`config.mk`:
```
export PLATFORM = sky130hd
export DESIGN_NAME = bu2x_interp
export DESIGN_NICKNAME = d
export VERILOG_FILES = /design/src/hw/rtl/bu2x_pkg.sv /design/src/hw/rtl/bu2x_interp.sv
export SDC_FILE = /design/constraint.sdc
export NUM_CORES = 1
export LEC_CHECK = 0
export BUFFER_PORTS_ARGS = -buffer_cell sky130_fd_sc_hd__buf_2
export CORE_ASPECT_RATIO = 1.25
export CORE_UTILIZATION = 51
export DETAILED_ROUTE_END_ITERATION = 8
export PLACE_DENSITY = 0.81
export SYNTH_ARGS = -nofsm -noshare
export SYNTH_HDL_FRONTEND = slang
export SYNTH_SLANG_ARGS = --single-unit
```
`constraint.sdc`:
```
create_clock -name clk -period 3.4 [get_ports clk]
set_input_delay 0.34 -clock clk [delete_from_list [all_inputs] [get_ports clk]]
set_output_delay 0.34 -clock clk [all_outputs]
set_load 0.01 [all_outputs]
```
`src/hw/rtl/bu2x_pkg.sv`:
```
// ----------------------------------------------------------------------------
// bu2x_pkg
// Shared constants and types of the 2x bilinear upscaler.
// ----------------------------------------------------------------------------
package bu2x_pkg;

	localparam int MAX_WIDTH  = 1024;
	localparam int MAX_HEIGHT = 1024;

	localparam int COL_W   = $clog2(MAX_WIDTH);
	localparam int ROW_W   = $clog2(MAX_HEIGHT);
	localparam int DIM_W   = 11;
	localparam int COORD_W = 11;
	localparam int PIX_W   = 8;
	localparam int CFG_IDX_W = 2;

	localparam logic [CFG_IDX_W-1:0] REG_IMAGE_WIDTH  = CFG_IDX_W'(0);
	localparam logic [CFG_IDX_W-1:0] REG_IMAGE_HEIGHT = CFG_IDX_W'(1);

	// result kinds, in emission order
	typedef enum logic [1:0] {
		KIND_CENTER = 2'd0,
		KIND_VERT   = 2'd1,
		KIND_HORIZ  = 2'd2,
		KIND_ORIG   = 2'd3
	} kind_t;

	localparam int NUM_KINDS = 4;

	// accepted request on its way to the interpolation stage
	typedef struct packed {
		logic [ROW_W-1:0] row;
		logic [COL_W-1:0] col;
		logic [PIX_W-1:0] pixel;
	} item_t;

	// interpolated values of one request
	typedef struct packed {
		logic [ROW_W-1:0]     row;
		logic [COL_W-1:0]     col;
		logic [NUM_KINDS-1:0] mask;
		logic [PIX_W-1:0]     v_center;
		logic [PIX_W-1:0]     v_vert;
		logic [PIX_W-1:0]     v_horiz;
		logic [PIX_W-1:0]     v_orig;
	} interp_t;

endpackage

```
`src/hw/rtl/bu2x_interp.sv`:
```
// ----------------------------------------------------------------------------
// bu2x_interp
// Interpolation stage: merges line-buffer data with forwarding, computes the
// four candidate values and writes the current pixel back to the line buffer.
// ----------------------------------------------------------------------------
module bu2x_interp
	import bu2x_pkg::*;
(
	input  logic             clk,
	input  logic             arst_n,
	input  logic             accept,
	input  item_t            acc_item,
	input  logic [PIX_W-1:0] rd_data,
	input  logic             emit_free,
	output logic             busy,
	output logic             adv,
	output interp_t          result,
	output logic             wr_en,
	output logic [COL_W-1:0] wr_addr,
	output logic [PIX_W-1:0] wr_data
);

	item_t            item_s1;
	logic             valid_s1;
	logic             fwd_s1;
	logic [PIX_W-1:0] fwd_pix_s1;
	logic [PIX_W-1:0] left_q;
	logic [PIX_W-1:0] up_left_q;
	logic [PIX_W-1:0] up;
	logic             have_up;
	logic             have_left;
	logic [PIX_W+1:0] sum4;
	logic [PIX_W:0]   sum_v;
	logic [PIX_W:0]   sum_h;

	assign adv  = valid_s1 & emit_free;
	assign busy = valid_s1 & ~emit_free;

	always_ff @(posedge clk or negedge arst_n) begin
		if (!arst_n) begin
			valid_s1  <= 1'b0;
			left_q    <= '0;
			up_left_q <= '0;
		end else begin
			if (accept) begin
				valid_s1 <= 1'b1;
			end else if (adv) begin
				valid_s1 <= 1'b0;
			end
			if (adv) begin
				left_q    <= item_s1.pixel;
				up_left_q <= up;
			end
		end
	end

	// forward the write that lands on the same edge as the read
	always_ff @(posedge clk) begin
		if (accept) begin
			item_s1    <= acc_item;
			fwd_s1     <= adv && (item_s1.col == acc_item.col);
			fwd_pix_s1 <= item_s1.pixel;
		end
	end

	always_comb begin
		up        = fwd_s1 ? fwd_pix_s1 : rd_data;
		have_up   = (item_s1.row != '0);
		have_left = (item_s1.col != '0);
		sum4  = (PIX_W+2)'(up_left_q) + (PIX_W+2)'(up) + (PIX_W+2)'(left_q)
		      + (PIX_W+2)'(item_s1.pixel) + (PIX_W+2)'(2);
		sum_v = (PIX_W+1)'(up) + (PIX_W+1)'(item_s1.pixel) + (PIX_W+1)'(1);
		sum_h = (PIX_W+1)'(left_q) + (PIX_W+1)'(item_s1.pixel) + (PIX_W+1)'(1);

		result.row  = item_s1.row;
		result.col  = item_s1.col;
		result.mask = '0;
		result.mask[KIND_CENTER] = have_up & have_left;
		result.mask[KIND_VERT]   = have_up;
		result.mask[KIND_HORIZ]  = have_left;
		result.mask[KIND_ORIG]   = 1'b1;
		result.v_center = sum4[PIX_W+1:2];
		result.v_vert   = sum_v[PIX_W:1];
		result.v_horiz  = sum_h[PIX_W:1];
		result.v_orig   = item_s1.pixel;
	end

	assign wr_en   = adv;
	assign wr_addr = item_s1.col;
	assign wr_data = item_s1.pixel;

endmodule

```
==> summary.md <==
| Metric | Value |
|---|---|
| Status | `finished, violations left` |
| Violations in the final reports | `negative setup slack` |
| Crit path max-delay family | `adder cells` |
| Post-layout util | `between 60% and 70%` |
| Tightest hold margin | `0.204 ns` |
| Design Power | `0.00273 W` |
| Setup crit start kind | `flop` |
| Largest net degree at the start of global routing | `39` |
| Critical path fanouts, max | `3` |
| Design area | `around 0.0043 mm2` |
| Worst path slowest cell | `fa_1` |
| Peak supply drop | `0.395 mV` |
| Sequential area share after synthesis | `44.1%` |
| RSZ-0062 raised after global routing | `yes` |
| CTS buffer count | `5` |
| Floorplan die height | `94.4 um` |
| Synth Net Count | `~390` |
| Reg clk slew, reported paths | `0.10 ns` |
| Site Rows | `33` |
| First-pass GRT wire length | `12000 um` |
| Vias | `2606` |
| Minimum clock period | `3.43 ns` |
| Synth Instances | `311` |
| Max-slew violation count | `0` |
| CP Data Required Time | `just over 3 ns` |
| Distinct cells, synth | `41` |
| Worst skew pair latency | `~0.3 ns` |
| GRT overflow | `0` |
| Layout cell share with drive strength beyond 1 | `39.6%` |
| Net count, final | `512` |
| Initial Utilization | `53.1%` |
| Number of max-cap violations | `0` |
| Gp weighted congestion | `a little over 0.8` |
| Core area | `0.00657 mm2` |
| Crit path DAT | `3.09 ns` |
| Final count of hold timing violations | `0` |
| Critical path buffers and inverters | `3` |
| Sequential group share of total power | `between 20% and 30%` |
| P_int | `between 0.0015 and 0.002 W` |
| Routed vias/inst | `~5.0` |
| PwrDens | `630 mW/mm2` |
| Ys async rst share | `31.5%` |
| Static Leak | `approximately 2.1 nW` |
| Die Span X | `roughly 76 um` |
| CP cell instances | `inv_2, fa_1, fa_1, inv_2, ha_4, a21oi_2, o31ai_2, a22o_1, a311oi_2, xnor2_1, buf_2` |
| Total GRT Usage | `21.7%` |
| Port bufs | `between 100 and 150` |
| Root Driver | `clkbuf_8` |
| ANT cells | `0` |
| CP max stage delay | `~0.5 ns` |
| Crit Path Class | `reg2out` |
| Combinational fraction of design power | `~57%` |
| Synthesized flop and latch total | `54` |
| Final setup viols | `1` |
| Final HPWL DP | `6000 um` |
| Max Fclk | `291 MHz` |
| DP Area | `0.00407 mm2` |
| Syn avg cell area | `11.2 um2` |
| DR iter-0 viols | `between 100 and 150` |
| Crit. End Element | `primary output` |
| Detailed Route WL | `7630 um` |
| Clock Power Share | `13.3%` |
| Final WS setup | `-0.0349 ns` |
| Setup Skew | `0.00707 ns` |
| CTS tree | `built` |
| H-tree depth | `2` |
| Most frequent cells in the layout | `buf_2 (115), inv_1 (41), edfxtp_1 (37)` |
| Fin cells | `519` |
| Vias in the first global route | `2720` |
| Area Growth Syn to Fin | `24.5%` |
| Antenna-violating nets left | `0` |
| Commonest non-fill, non-tap cell in the layout | `buf_2` |
| WL/cell | `14.7 um` |
| Final worst-path cycle share | `101%` |
| EDFF count, synth | `37` |
| Ports | `117` |
| Initial antenna violation count | `0` |
| Slew @ Worst Pin | `about 0.81 ns` |
| Placed Cells | `499` |
| Slew HR | `45.9%` |
| Ys Warns | `0` |
| Residual DRC count | `0` |
| Clock sinks | `54` |
| Maximum clock insertion buffer count | `2` |
| DRT Pass-1 Iters | `4` |
| Dominant synthesized flop cell | `edfxtp_1` |
| Mapped cell area | `0.00348 mm2` |
| Net Sw Frac | `38.8%` |
| Min-Delay Path Class | `in2reg` |
| NetSw | `0.00106 W` |
| DIE AREA | `0.00717 mm2` |
==> per-layer routing <==
metal / vias up / global-route usage (%) / share of wire, %
li1: 1262 / - / -
met1: 1243 / 23.2 / 39
met2: 89 / 41.7 / 54
met3: 12 / 4.83 / 5.9
met4: 0 / 8.17 / 1.9
met5: - / 0 / 0
==> worst reg2reg max path: stages (launching register included) <==
cell	delay (ns)
edfxtp_1	0.47
xor2_1	0.18
nor4_1	0.31
nand4_1	0.14
nor4_1	0.33
==> logic make-up (layout without fill, tap and decap cells) <==
family	after synthesis	in the layout	synth area share, %
AOI/OAI and AO/OA	47	47	9.23
xor gates and xnor gates	29	29	7.29
adders and majority gates	41	41	18.4
buffers and inverters	75	196	10.7
DFF	54	54	44.1
muxes	8	8	2.73
other	1	1	0.108
and+or+nand+nor	56	56	7.47
==> power groups by stage <==
stage | logic (W) | clock network (W) | registers [W]
after floorplan | 0.000903 | 0 | 0.000842
final | 0.00155 | 0.000364 | 0.000816
after detailed placement | 0.00137 | 0 | 0.000832
after CTS | 0.00151 | 0.000375 | 0.000816
after global routing | 0.00171 | 0.000396 | 0.000826
after global placement | 0.00133 | 0 | 0.000827
==> registers in the layout, indices dropped and copies added (netlist names) <==
register	cells
fwd_pix_s1	8
fwd_s1	1
left_q	8
result	10
up_left_q	8
valid_s1	1
wr_addr	10
wr_data	8
==> area by class of cell <==
type	instances	area, um2
inverters	49	184
multi-input cells	182	1660
well taps	87	109
clock buffers	5	68.8
repair buffers	139	758
fillers	503	2230
clock inverters	3	26.3
flip-flops and latches	54	1540
==> through the flow <==
step                      setup slack (ns)  setup TNS, ns
after global routing                -0.159         -0.369
after floorplan                      0.143              0
final                              -0.0349        -0.0349
after CTS                          -0.0573        -0.0873
after detailed placement            0.0683              0
after global placement               0.142              0
==> what timing repair did <==
action,CTS,global route
endpoints found under the hold margin,17,0
setup endpoints to repair,5,5
gates resized for setup,12,5
setup buffers,6,5
hold buffers,1,0
pin swaps,12,9
==> path summary, 6_finish.rpt <==
| path | startpoint | to | slack, ns | depth (start not counted) |
|---|---|---|---|---|
| min in group asynchronous | arst_n | left_q[7]$_DFFE_PN0P_ | 0.50 | 2 |
| worst min register to register | up_left_q[3]$_DFFE_PN0P_ | up_left_q[3]$_DFFE_PN0P_ | 0.52 | 2 |
| worst max-delay path | wr_data[2]$_DFFE_PP_ | result[30] | -0.03 | 11 |
| worst min-delay path | acc_item[3] | wr_data[3]$_DFFE_PP_ | 0.20 | 1 |
| max in group asynchronous | arst_n | up_left_q[1]$_DFFE_PN0P_ | 2.58 | 2 |
| worst max register to register | wr_addr[6]$_DFFE_PP_ | fwd_s1$_DFFE_PP_ | 1.77 | 4 |
==> synth_stat cells (3+ instances only) <==
master    instances  area (um2)
fa_1             17         340
nand2_1          22        82.6
nor2_1           10        37.5
clkbuf_1          3        11.3
nor3_1            3        15.0
nor4_1            6        37.5
edfxtp_1         37        1110
inv_1            48         180
buf_4            22         165
mux2i_1           5        50.1
xor2_1           10        87.6
nand3_1           5        25.0
a21o_1            6        45.0
a21oi_1          12        60.1
dfrtp_1          17         425
xnor2_1          19         166
ha_1             24         300
o21ai_0          14        70.1
(Power assumes the default switching activity.)
