## src/hw/rtl/bu2x_pkg.sv

```systemverilog
// ----------------------------------------------------------------------------
// bu2x_pkg
// Shared constants and types of the 2x bilinear upscaler.
// ----------------------------------------------------------------------------
package bu2x_pkg;

	localparam int MAX_WIDTH  = 1024;
	localparam int MAX_HEIGHT = 1024;

	localparam int COL_W   = $clog2(MAX_WIDTH);
	localparam int ROW_W   = $clog2(MAX_HEIGHT);
	localparam int DIM_W   = 11;
	localparam int COORD_W = 11;
	localparam int PIX_W   = 8;
	localparam int CFG_IDX_W = 2;

	localparam logic [CFG_IDX_W-1:0] REG_IMAGE_WIDTH  = CFG_IDX_W'(0);
	localparam logic [CFG_IDX_W-1:0] REG_IMAGE_HEIGHT = CFG_IDX_W'(1);

	// result kinds, in emission order
	typedef enum logic [1:0] {
		KIND_CENTER = 2'd0,
		KIND_VERT   = 2'd1,
		KIND_HORIZ  = 2'd2,
		KIND_ORIG   = 2'd3
	} kind_t;

	localparam int NUM_KINDS = 4;

	// accepted request on its way to the interpolation stage
	typedef struct packed {
		logic [ROW_W-1:0] row;
		logic [COL_W-1:0] col;
		logic [PIX_W-1:0] pixel;
	} item_t;

	// interpolated values of one request
	typedef struct packed {
		logic [ROW_W-1:0]     row;
		logic [COL_W-1:0]     col;
		logic [NUM_KINDS-1:0] mask;
		logic [PIX_W-1:0]     v_center;
		logic [PIX_W-1:0]     v_vert;
		logic [PIX_W-1:0]     v_horiz;
		logic [PIX_W-1:0]     v_orig;
	} interp_t;

endpackage

```

## src/hw/rtl/bu2x_emit.sv

```systemverilog
// ----------------------------------------------------------------------------
// bu2x_emit
// Output stage: holds one request's values and sends its results one per
// cycle while res_stall is low, centre, vertical, horizontal, original.
// ----------------------------------------------------------------------------
module bu2x_emit
	import bu2x_pkg::*;
(
	input  logic               clk,
	input  logic               arst_n,
	input  logic               load,
	input  interp_t            load_data,
	output logic               free,
	output logic               res_valid,
	input  logic               res_stall,
	output logic [COORD_W-1:0] out_row,
	output logic [COORD_W-1:0] out_col,
	output logic [PIX_W-1:0]   out_value,
	output logic               run_last
);

	interp_t              hold_q;
	logic [NUM_KINDS-1:0] mask_q;
	logic [NUM_KINDS-1:0] sel;
	logic [NUM_KINDS-1:0] remain;
	logic                 take;
	logic [COORD_W-1:0]   row2;
	logic [COORD_W-1:0]   col2;

	always_comb begin
		sel = '0;
		priority if (mask_q[KIND_CENTER]) begin
			sel[KIND_CENTER] = 1'b1;
		end else if (mask_q[KIND_VERT]) begin
			sel[KIND_VERT] = 1'b1;
		end else if (mask_q[KIND_HORIZ]) begin
			sel[KIND_HORIZ] = 1'b1;
		end else if (mask_q[KIND_ORIG]) begin
			sel[KIND_ORIG] = 1'b1;
		end else begin
			sel = '0;
		end
	end

	assign res_valid = |mask_q;
	assign take      = res_valid & ~res_stall;
	assign remain    = mask_q & ~sel;
	assign free      = ~res_valid | (take & (remain == '0));

	always_ff @(posedge clk or negedge arst_n) begin
		if (!arst_n) begin
			mask_q <= '0;
		end else if (load) begin
			mask_q <= load_data.mask;
		end else if (take) begin
			mask_q <= remain;
		end
	end

	always_ff @(posedge clk) begin
		if (load) begin
			hold_q <= load_data;
		end
	end

	always_comb begin
		row2 = COORD_W'({hold_q.row, 1'b0});
		col2 = COORD_W'({hold_q.col, 1'b0});
		out_row   = row2;
		out_col   = col2;
		out_value = hold_q.v_orig;
		run_last  = sel[KIND_ORIG];
		priority if (sel[KIND_CENTER]) begin
			out_row   = row2 - COORD_W'(1);
			out_col   = col2 - COORD_W'(1);
			out_value = hold_q.v_center;
		end else if (sel[KIND_VERT]) begin
			out_row   = row2 - COORD_W'(1);
			out_value = hold_q.v_vert;
		end else if (sel[KIND_HORIZ]) begin
			out_col   = col2 - COORD_W'(1);
			out_value = hold_q.v_horiz;
		end else begin
			out_value = hold_q.v_orig;
		end
	end

endmodule

```

## config.mk

```make
export PLATFORM = sky130hd
export DESIGN_NAME = bu2x_emit
export DESIGN_NICKNAME = d
export VERILOG_FILES = /design/src/hw/rtl/bu2x_pkg.sv /design/src/hw/rtl/bu2x_emit.sv
export SDC_FILE = /design/constraint.sdc
export NUM_CORES = 1
export LEC_CHECK = 0
export ABC_AREA = 1
export BUFFER_PORTS_ARGS = -buffer_cell sky130_fd_sc_hd__buf_2
export CAP_MARGIN = 25
export CORE_MARGIN = 5
export CORE_UTILIZATION = 44
export CTS_CLUSTER_DIAMETER = 150
export DETAILED_ROUTE_END_ITERATION = 8
export GPL_ROUTABILITY_DRIVEN = 0
export PLACE_DENSITY = 0.82
export SLEW_MARGIN = 10
export SYNTH_ARGS = -nofsm -noshare
export SYNTH_HDL_FRONTEND = slang
export SYNTH_SLANG_ARGS = --single-unit
export TNS_END_PERCENT = 5
```

## constraint.sdc

```tcl
create_clock -name clk -period 1.3 [get_ports clk]
set_clock_uncertainty 0.15 [all_clocks]
set_input_delay 0.26 -clock clk [delete_from_list [all_inputs] [get_ports clk]]
set_output_delay 0.26 -clock clk [all_outputs]
set_load 0.02 [all_outputs]
```

==> results of run 1 <==
[layout make-up]
| class | count | area, um2 |
|---|---|---|
| Timing Repair inverter | 1 | 8.76 |
| Clock buffer | 5 | 68.8 |
| Tap cell | 72 | 90.1 |
| Inverter | 26 | 105 |
| Sequential cell | 56 | 1660 |
| Multi-Input combinational cell | 143 | 1000 |
| Clock inverter | 3 | 46.3 |
| Timing Repair Buffer | 190 | 1520 |
| Fill cell | 291 | 1010 |
[flip-flops by register name, indices dropped and copies added, names as in the netlist]
signal / count
hold_q: 42
col2: 10
mask_q: 4
[worst max-delay path by stage]
stage          cells past startpoint  slack, ns  startpoint          end
2_1_floorplan                      4      -0.26   mask_q[0]   out_row[4]
4_1_cts                            9      -0.68     col2[2]  out_col[10]
3_3_place_gp                       8      -0.34     col2[1]   out_col[9]
6_report                           7      -0.71     col2[2]   out_col[6]
5_1_grt                            7      -0.80     col2[2]   out_col[6]
3_5_place_dp                       8      -0.38  hold_q[47]   out_row[9]
[power breakdown]
group	leakage [nW]	switching, mW	total (mW)	internal [mW]
sequential	0.557	0.0765	2.21	2.13
clock	0.0548	0.566	1.15	0.581
combinational	1.35	0.786	1.52	0.730
total	1.96	1.43	4.87	3.44
[metrics by stage]
stage | util [%] | TNS [ns] | area (um2) | setup slack, ns | hold WS, ns
2_1_floorplan | - | -6.14 | 2610 | -0.261 | -0.186
3_3_place_gp | 62.4 | -8.52 | 3440 | -0.343 | -0.0805
3_5_place_dp | 62.4 | -9.06 | 3440 | -0.378 | -0.0748
4_1_cts | 79.4 | -20.24 | 4370 | -0.680 | 0.0675
5_1_grt | 81.7 | -22.98 | 4500 | -0.799 | 0.0864
6_report | 81.7 | -20.29 | 4500 | -0.712 | 0.0625
[repair_timing]
action                                  CTS  global route
resized for setup                        64            29
hold buffers                             54             0
gates cloned                              1             0
pin swaps                                12            19
setup buffers                            10             1
endpoints found under the setup margin   36            37
endpoints found under the hold margin    57             0
[worst max-delay path: cells and delay by family, from the launching register on]
family                    cells  cell delay [ns]
buffers and inverters         2             0.26
xor gates and xnor gates      1             0.15
DFF                           1             0.45
and+or+nand+nor               4             0.43
[routing by layer]
layer	GRT usage, %	share of wire [%]	vias to the layer above
met5	0	0	-
met4	6.47	2.4	0
met3	5.63	7.6	19
met2	39.5	55	93
met1	22.4	35	1093
li1	-	-	1146
[cell families (layout without fill, tap and decap cells)]
| family | Yosys count | count (layout) | synth area share [%] |
|---|---|---|---|
| simple gates | 119 | 119 | 22.3 |
| flops | 56 | 56 | 66.4 |
| buf+inv | 27 | 225 | 4.20 |
| compound gates | 12 | 12 | 2.60 |
| xor+xnor | 10 | 10 | 3.50 |
| fa+ha+maj | 2 | 2 | 1.00 |
[cell usage in the layout, fill, tap and decap left out, types with 5 or more instances in the layout]
cell type,count
buf_2,64
buf_4,49
buf_6,19
clkbuf_8,5
dlygate4sd3_1,54
edfxtp_1,52
inv_1,19
inv_2,5
nand2_1,56
nand2_2,8
nand2_4,7
nand3_1,9
nand4_1,10
nor2_1,8
nor2_2,5
nor2_4,8
o21ai_2,6
xor2_2,5
==> impl_results.md, run 1 <==
- Status: finished, violations left
- Violations in the final reports: negative setup slack
- Final #Nets: 485
- Max-slew violation count: 0
- # Max-Cap Violations: 0
- Area Growth Syn to Fin: 79.9%
- Min-Delay Path Class: in -> reg
- Tot Pwr: ~4.9 mW
- Top_reg_cell synth: edfxtp_1
- Clock Tree Root: clkbuf_8
- Reg clk slew, reported paths: 0.10 ns
- Count of cell types in the netlist: 24
- Port bufs: just over 90
- Post-Syn Area per Cell: ~11 um2
- Core area: approximately 0.0055 mm2
- RSZ-0062 raised after global routing: true
- Arr. time, crit path: 1.60 ns
- Worst hold path depth: 3
- GRT overflow: 0
- Global Route Usage Sum: a little over a fifth
- Cell taking the most area after synthesis: edfxtp_1
- Initial antenna violation count: 0
- R2R setup slack: -0.15 ns
- Reg2reg start: mask_q[0]
- DR DRC count: 0
- Final hold vios: 0
- CP max FO: 3
- DP Cell Count: around 420
- Post-synthesis sequential area ratio: 66.4%
- Drt via density: 4.74
- Min-delay src: load_data[35]
- Wire per inst: 15.3 um
- Die Area: 0.00729 mm2
- Syn Inst Count: between 200 and 250
- Kind of critical path: reg -> out
- Final wirelength: approximately 7600 um
- Vias: about 2,400
- TritonCTS clock tree: done
- Capture point of the worst reg-to-reg path: mask_q[2]
- Critical path launch point type: register
- Setup crit end kind: output port
- Setup ws final: -0.712 ns
- Fmax: just under 500 MHz
- Synthesized cell area: between 0.002 and 0.003 mm2
- DRT iter0 DRCs: 80
- Crit path top cell by count: nor2_4
- PD cells: about 1100 mW/mm2
- First-pass GRT wire length: around 12,000 um
- Dpl hpwl: between 4000 and 5000 um
- I/O pin cnt: between 90 and 100
- Worst hold endpoint: mask_q[3]
- Required @ worst endpoint: roughly 0.89 ns
- Net count after synthesis: approximately 290
- Final non-filler cell total: ~500
- Reg2Reg Depth: 9
- Peak supply drop: between 0.8 and 0.9 mV
- CP cell instances: inv_2, nand2_2, nor2_4, nand2_4, nor2_4, xor2_4, buf_6
- Count leader, synth: nand2_1
- Die width: roughly 85 um
- Pleak: 1.96 nW
- Final period util: 155%
- Delay of the slowest critical-path stage: approximately 0.45 ns
- Total CTS buffers: 5
- Max-slew headroom: 77.1%
- Row cnt: 27
- Yosys top cell area share: between 60 and 70%
- Clock sinks: 56
- Clk_lat worst skew: 0.31 ns
- CTS H-tree lvls: 2
- Minimum clock period: a little over 2 ns
- Synthesized flop and latch total: 56
- Master of the slowest instance on the critical path: edfxtp_1
- Slew @ Worst Pin: 0.343 ns
- Post-synth EDFFs: 52
- # setup viols final: 37
- Die height: around 85 um
- Antenna-violating nets left: 0
- Ratio of cells with drive above 1 in the final layout: between 40% and 50%
- # diodes: 0
- Initial Utilization: between 40% and 50%
- Clk buf depth: 2
- Vias in the first global route: 2,560
- Dominant cells by area after synthesis: edfxtp_1, nand2_1, dfrtp_1
- Synth cell count leaders: nand2_1, edfxtp_1, inv_1, nor2_1, nand3_1
- Drt first pass iters: 4
- Largest net degree at the start of global routing: 29
- Ys async rst share: 7.14%
- Syn. warnings: 0
(Power assumes the default switching activity.)
==> inputs of run 2 (changes only) <==
--- a/config.mk
+++ b/config.mk
@@ -8,12 +8,14 @@
 export ABC_AREA = 1
 export BUFFER_PORTS_ARGS = -buffer_cell sky130_fd_sc_hd__buf_2
 export CAP_MARGIN = 25
+export CORE_ASPECT_RATIO = 1.2
 export CORE_MARGIN = 5
 export CORE_UTILIZATION = 44
 export CTS_CLUSTER_DIAMETER = 150
 export DETAILED_ROUTE_END_ITERATION = 8
 export GPL_ROUTABILITY_DRIVEN = 0
 export PLACE_DENSITY = 0.82
+export REMOVE_ABC_BUFFERS = 1
 export SLEW_MARGIN = 10
 export SYNTH_ARGS = -nofsm -noshare
 export SYNTH_HDL_FRONTEND = slang
==> impl_results.md, run 2 (synthesis gave the netlist of run 1 again) <==
- CP max FO: 3 (unchanged)
- Fmax: 506 MHz (was 497 MHz)
- Die height: 92.6 um (was 85.4 um)
- Vias in the first global route: 2,459 (was 2,560)
- Die width: 78.8 um (was 85.4 um)
- # Max-Cap Violations: 0 (unchanged)
- Critical path launch point type: register (unchanged)
- DP Cell Count: 424 (was 422)
- PD cells: 1050 mW/mm2 (was 1080 mW/mm2)
- Violations in the final reports: negative setup slack (unchanged)
- Drt via density: 4.63 (was 4.74)
- Status: finished, violations left (unchanged)
- DR DRC count: 0 (unchanged)
- Final non-filler cell total: 491 (was 496)
- First-pass GRT wire length: 11,400 um (was 11,900 um)
- Arr. time, crit path: 1.57 ns (was 1.60 ns)
- Final wirelength: 6900 um (was 7610 um)
- Reg2Reg Depth: 9 (unchanged)
- Tot Pwr: 4.46 mW (was 4.87 mW)
- WP buf/inv: 2 (unchanged)
- Die Area: 0.00730 mm2 (was 0.00729 mm2)
- Final Util: 75.6% (was 81.7%)
- Max reg flops: 42 (unchanged)
- Dpl hpwl: 4370 um (was 4260 um)
- Delay of the slowest critical-path stage: 0.43 ns (was 0.45 ns)
- Worst Setup SP: hold_q[47] (was col2[2])
- Most frequent cells in the layout: buf_2, buf_4, nand2_1, dlygate4sd3_1, edfxtp_1 (was buf_2, nand2_1, dlygate4sd3_1, edfxtp_1, buf_4)
- Clock sinks: 56 (unchanged)
- Ratio of cells with drive above 1 in the final layout: 42.4% (was 47.9%)
- Setup TNS: -19.45 ns (was -20.29 ns)
- Slew @ Worst Pin: 0.231 ns (was 0.343 ns)
- Reg clk slew, reported paths: 0.09 ns (was 0.10 ns)
- TritonCTS clock tree: done (unchanged)
- Final hold vios: 0 (unchanged)
- Clk buf depth: 2 (unchanged)
- R2R setup slack: -0.19 ns (was -0.15 ns)
- Max-slew violation count: 0 (unchanged)
- RSZ-0062 raised after global routing: true (unchanged)
- Worst hold endpoint: mask_q[0] (was mask_q[3])
- Antenna-violating nets left: 0 (unchanged)
- Reg2reg start: mask_q[0] (unchanged)
- Largest net degree at the start of global routing: 35 (was 29)
- Kind of critical path: reg -> out (unchanged)
- Worst hold path depth: 3 (unchanged)
- Min-Delay Path Class: in -> reg (unchanged)
- Delay-heaviest family, CP: flip-flops (unchanged)
- Vias: 2,274 (was 2,351)
- Min-delay src: load_data[32] (was load_data[35])
- Finished layout cell area: 0.00423 mm2 (was 0.00450 mm2)
- DRT iter0 DRCs: 54 (was 80)
- Minimum clock period: 1.98 ns (was 2.01 ns)
- GRT overflow: 0 (unchanged)
- Master of the slowest instance on the critical path: edfxtp_1 (unchanged)
- Pleak: 1.92 nW (was 1.96 nW)
- Final #Nets: 488 (was 485)
- Drt first pass iters: 4 (unchanged)
- # setup viols final: 37 (unchanged)
- Min Hold Slack: 0.0290 ns (was 0.0625 ns)
- I/O pin cnt: 93 (unchanged)
- Core area: 0.00559 mm2 (was 0.00551 mm2)
- Global Route Usage Sum: 20.3% (was 20.9%)
- Port bufs: 92 (unchanged)
- Initial antenna violation count: 0 (unchanged)
- Capture point of the worst reg-to-reg path: mask_q[1] (was mask_q[2])
- CTS H-tree lvls: 2 (unchanged)
- # diodes: 0 (unchanged)
- Area Growth Syn to Fin: 69.1% (was 79.9%)
- Clock Tree Root: clkbuf_8 (unchanged)
- Final period util: 152% (was 155%)
- Setup ws final: -0.678 ns (was -0.712 ns)
- Required @ worst endpoint: 0.89 ns (about the same)
- Clk_lat worst skew: 0.30 ns (was 0.31 ns)
- Total CTS buffers: 5 (unchanged)
- Peak supply drop: 0.902 mV (was 0.855 mV)
- Pre-CTS setup slack: -0.408 ns (was -0.378 ns)
- Dpl cell area: 0.00341 mm2 (was 0.00344 mm2)
- CP cell instances: inv_1, ha_2, nand3_2, nor2_4, nand4_1, nand2_1, buf_2 (was inv_2, nand2_2, nor2_4, nand2_4, nor2_4, xor2_4, buf_6)
- Setup crit end kind: output port (unchanged)
- Max-slew headroom: 84.6% (was 77.1%)
- Wire per inst: 14.0 um (was 15.3 um)
- Initial Utilization: 44.7% (was 45.4%)
- Reg with most FFs: hold_q (unchanged)
- Row cnt: 30 (was 27)
## run 2: cell count changes in the layout (fill, tap and decap cells not counted), sizes merged
cell and change:
buf +5, bufinv -1, clkbuf +2, clkinv +1
clkinvlp -1, dlygate4sd3 -1, inv -2
## run 2: worst max-delay path by stage
| stage | cells after the start | end |
|---|---|---|
| after CTS | 8 | out_row[9] |
| after floorplan | 5 | out_row[8] |
| after detailed placement | 6 | out_row[8] |
| final | 7 | out_row[9] |
| after global placement | 8 | out_col[9] |
| after global routing | 7 | out_value[1] |
## run 2: per-layer routing
layer	share of wire (%)	GRT usage, %	vias to the layer above
met2	57	38.8	72
met4	1.9	6.59	0
met3	5.0	3.89	12
met5	0	0	-
met1	36	22.1	1031
li1	-	-	1159
## run 2: layout make-up
class / count / area, um2
Multi-Input combinational cell: 143 / 821
Inverter: 26 / 103
Tap cell: 64 / 80.1
Clock inverter: 1 / 3.75
Sequential cell: 56 / 1660
Clock buffer: 7 / 76.3
Timing Repair Buffer: 194 / 1480
Fill cell: 365 / 1360
## run 2: what timing repair did
item                                   CTS  global route
endpoints found under the hold margin   56             0
resized for setup                       39            15
pin swaps                                7             5
buffers inserted                         6             0
hold buffers                            53             0
gates cloned                             0             0
setup endpoints to repair               37            37
## run 2: power by group
| group | internal, mW | leakage [nW] | switching, mW |
|---|---|---|---|
| Sequential | 2.13 | 0.557 | 0.0671 |
| Combinational | 0.678 | 1.32 | 0.690 |
| Clock | 0.377 | 0.0399 | 0.516 |
## run 2: worst register-to-register path: stages (launching register included)
cell     delay (ns)
dfrtp_2        0.46
nor2_2         0.14
nand2_2        0.09
inv_4          0.11
nand2_4        0.06
buf_4          0.13
nand2_4        0.06
nand2_2        0.07
nand2_1        0.06
nand2_1        0.05
==> inputs of run 3 (changes only) <==
--- a/config.mk
+++ b/config.mk
@@ -5,16 +5,14 @@
 export SDC_FILE = /design/constraint.sdc
 export NUM_CORES = 1
 export LEC_CHECK = 0
-export ABC_AREA = 1
 export BUFFER_PORTS_ARGS = -buffer_cell sky130_fd_sc_hd__buf_2
 export CAP_MARGIN = 25
 export CORE_ASPECT_RATIO = 1.2
-export CORE_MARGIN = 5
 export CORE_UTILIZATION = 44
 export CTS_CLUSTER_DIAMETER = 150
 export DETAILED_ROUTE_END_ITERATION = 8
 export GPL_ROUTABILITY_DRIVEN = 0
-export PLACE_DENSITY = 0.82
+export PLACE_DENSITY = 0.83
 export REMOVE_ABC_BUFFERS = 1
 export SLEW_MARGIN = 10
 export SYNTH_ARGS = -nofsm -noshare
==> impl_results.md, run 3 <==
- Switching power of the nets: 1.10 mW (was 1.27 mW)
- Commonest non-fill, non-tap cell in the layout: buf_2
- Finished layout cell area: 0.00405 mm2 (was 0.00423 mm2)
- TritonCTS clock tree: done (unchanged)
- Dpl cell area: 0.00315 mm2 (was 0.00341 mm2)
- Master of the slowest instance on the critical path: or4_4 (was edfxtp_1)
- Count leader, synth: edfxtp_1 (was nand2_1)
- Syn. warnings: 0 (unchanged)
- Comb pwr share: 26.1% (was 30.7%)
- Wire per inst: 14.1 um (was 14.0 um)
- Post-synth EDFFs: 52 (unchanged)
- # setup viols final: 35 (was 37)
- Most frequent cells in the layout: buf_2, dlygate4sd3_1, edfxtp_1, buf_4, nand2_1 (was buf_2, buf_4, nand2_1, dlygate4sd3_1, edfxtp_1)
- Peak supply drop: 0.853 mV (was 0.902 mV)
- Arr. time, crit path: 1.84 ns (was 1.57 ns)
- Global Route Usage Sum: 20.4% (was 20.3%)
- Synthesized cell area: 0.00240 mm2 (was 0.00250 mm2)
- # Max-Cap Violations: 0 (unchanged)
- I/O pin cnt: 93 (unchanged)
- DR DRC count: 0 (unchanged)
- Setup TNS: -24.26 ns (was -19.45 ns)
- First-pass GRT wire length: 9050 um (was 11,400 um)
- CP max FO: 4 (was 3)
- Clock Tree Root: clkbuf_8 (unchanged)
- Setup ws final: -0.949 ns (was -0.678 ns)
- Area Growth Syn to Fin: 68.6% (was 69.1%)
- FF+latch area: 0.00166 mm2 (unchanged)
- GRT overflow: 0 (unchanged)
- Dominant cells by area after synthesis: edfxtp_1, xor2_1, dfrtp_1 (was edfxtp_1, nand2_1, dfrtp_1)
- Post-Syn Area per Cell: 14.5 um2 (was 11.1 um2)
- Largest net degree at the start of global routing: 35 (unchanged)
- Post-synthesis sequential area ratio: 69.2% (was 66.4%)
- Critical path launch point type: register (unchanged)
- Cell taking the most area after synthesis: edfxtp_1 (unchanged)
- Min-Delay Path Class: in -> reg (unchanged)
- Fmax: 445 MHz (was 506 MHz)
- Syn Inst Count: 166 (was 226)
- Slew @ Worst Pin: 0.314 ns (was 0.231 ns)
- Kind of critical path: reg -> out (unchanged)
- WP buf/inv: 1 (was 2)
- Reg with most FFs: hold_q (unchanged)
- Top_reg_cell synth: edfxtp_1 (unchanged)
- Core area: 0.00526 mm2 (was 0.00559 mm2)
- Final Util: 76.9% (was 75.6%)
- Required @ worst endpoint: 0.89 ns (about the same)
- Minimum clock period: 2.25 ns (was 1.98 ns)
- Status: finished, violations left (unchanged)
- Violations in the final reports: negative setup slack (unchanged)
- Pleak: 1.71 nW (was 1.92 nW)
- Count of cell types in the netlist: 28 (was 24)
- PD cells: 1030 mW/mm2 (was 1050 mW/mm2)
- Ys async rst share: 7.14% (unchanged)
- Fill cell count: 321 (was 365)
- Synth cell count leaders: edfxtp_1, nand2_1, o21ai_0, xor2_1 (was nand2_1, edfxtp_1, inv_1, nor2_1, nand3_1)
- Internal power: 3.07 mW (was 3.18 mW)
- Drt first pass iters: 4 (unchanged)
- Die width: 69.4 um (was 78.8 um)
- Multi-input gate area: 856 um2 (was 821 um2)
- Reg clk slew, reported paths: 0.09 ns (about the same)
- Delay-heaviest family, CP: simple AND/OR/NAND/NOR gates (was flip-flops)
- Vias: 1,922 (was 2,274)
- Sequential power share: 52.8% (was 49.3%)
- Antenna-violating nets left: 0 (unchanged)
- Net Sw Frac: 26.3% (was 28.5%)
- Die Area: 0.00576 mm2 (was 0.00730 mm2)
- Final hold vios: 0 (unchanged)
- Vias in the first global route: 2,032 (was 2,459)
- Initial antenna violation count: 0 (unchanged)
- Total CTS buffers: 5 (unchanged)
- Max-slew headroom: 79.0% (was 84.6%)
- Ratio of cells with drive above 1 in the final layout: 49.1% (was 42.4%)
- Synthesized flop and latch total: 56 (unchanged)
- Final period util: 173% (was 152%)
- # diodes: 0 (unchanged)
- RSZ-0062 raised after global routing: true (unchanged)
- Row cnt: 29 (was 30)
- CTS H-tree lvls: 2 (unchanged)
- Drt via density: 4.69 (was 4.63)
- Final wirelength: 5780 um (was 6900 um)
- Setup crit end kind: output port (unchanged)
- Die height: 82.9 um (was 92.6 um)
- Max reg flops: 42 (unchanged)
- Port bufs: 92 (unchanged)
- Delay of the slowest critical-path stage: 0.62 ns (was 0.43 ns)
- Clk buf depth: 2 (unchanged)
- Yosys top cell area share: 65.0% (was 62.4%)
- Clk pwr share: 21.1% (was 20.0%)
- Dpl hpwl: 3420 um (was 4370 um)
- CP cell instances: or4_4, nor2_1, xor2_1, buf_4 (was inv_1, ha_2, nand3_2, nor2_4, nand4_1, nand2_1, buf_2)
- Final #Nets: 409 (was 488)
- Initial Utilization: 45.6% (was 44.7%)
- Clock sinks: 56 (unchanged)
- Max-slew violation count: 0 (unchanged)
- DRT iter0 DRCs: 58 (was 54)
- Min Hold Slack: 0.0108 ns (was 0.0290 ns)
- Clk_lat worst skew: 0.30 ns (about the same)
[run 3: changes by cell type after synthesis, moves of 5 or more]
cell / change
mux2_2: +8
nor2_1: -10
nand4_1: -10
o21ai_1: -5
inv_1: -19
mux2i_1: +8
nand3_1: -12
o21ai_0: +13
nand2_1: -48
nor3_1: +5
[run 3: timing repair]
| action | 4_1_cts | 5_1_grt |
|---|---|---|
| endpoints found under the setup margin | 35 | 35 |
| hold endpoints to repair | 56 | 0 |
| hold buffers | 53 | 0 |
| resized for setup | 48 | 27 |
| setup buffers | 5 | 2 |
| pin swaps | 10 | 7 |
[run 3: kinds of logic after synthesis]
kind of cell / after synthesis / share of synthesized area, %
xor+xnor: 17 / 6.20
simple gates: 42 / 9.43
mux: 16 / 7.09
compound gates: 21 / 4.74
flops: 56 / 69.2
fa+ha+maj: 3 / 1.46
buf+inv: 11 / 1.88
[run 3: cell type report]
type                       count  share of cell area [%]
inverter                       5                   0.556
multi-input combinational     99                    21.1
clock buffer                   7                    1.89
tap                           62                    1.92
sequential                    56                    41.1
clock inverter                 1                  0.0927
timing repair buffer         180                    33.3
[run 3: worst reg2reg max path, stage by stage, from the launching register on]
cell      delay [ns]
dfrtp_1         0.42
nor2_2          0.16
buf_6           0.12
clkinv_2        0.05
buf_6           0.13
buf_4           0.13
o31ai_2         0.16
o21ai_1         0.08
[run 3: power by group through the flow]
| stage | combinational (mW) | clock, mW | sequential, mW |
|---|---|---|---|
| after floorplan | 0.372 | 0 | 2.25 |
| after global placement | 0.787 | 0 | 2.22 |
| after detailed placement | 0.804 | 0 | 2.23 |
| after CTS | 1.02 | 0.900 | 2.19 |
| after global routing | 1.17 | 0.964 | 2.21 |
| final | 1.09 | 0.879 | 2.20 |
[run 3: routing by layer]
metal	wire, um	global-route usage (%)
met5	0	0
met4	80	5.94
met3	210	3.40
met2	3400	40.2
met1	2090	21.7
[run 3: final timing paths]
check | to | from | depth (start not counted) | slack [ns]
worst max-delay path | out_row[8] | hold_q[48] | 4 | -0.95
worst min-delay path | mask_q[1] | load_data[33] | 3 | 0.01
worst max register to register | mask_q[3] | mask_q[1] | 7 | -0.22
worst min register to register | mask_q[3] | mask_q[3] | 3 | 0.54
max in group asynchronous | mask_q[0] | arst_n | 2 | 0.71
min in group asynchronous | mask_q[1] | arst_n | 2 | 0.16
[run 3: per-stage QoR]
stage | setup slack, ns | instances | total power [mW]
finish | -0.949 | 410 | 4.17
global route | -1.03 | 410 | 4.34
CTS | -0.949 | 408 | 4.11
detailed placement | -0.686 | 342 | 3.03
global placement | -0.628 | 342 | 3.00
floorplan | -0.868 | 160 | 2.62
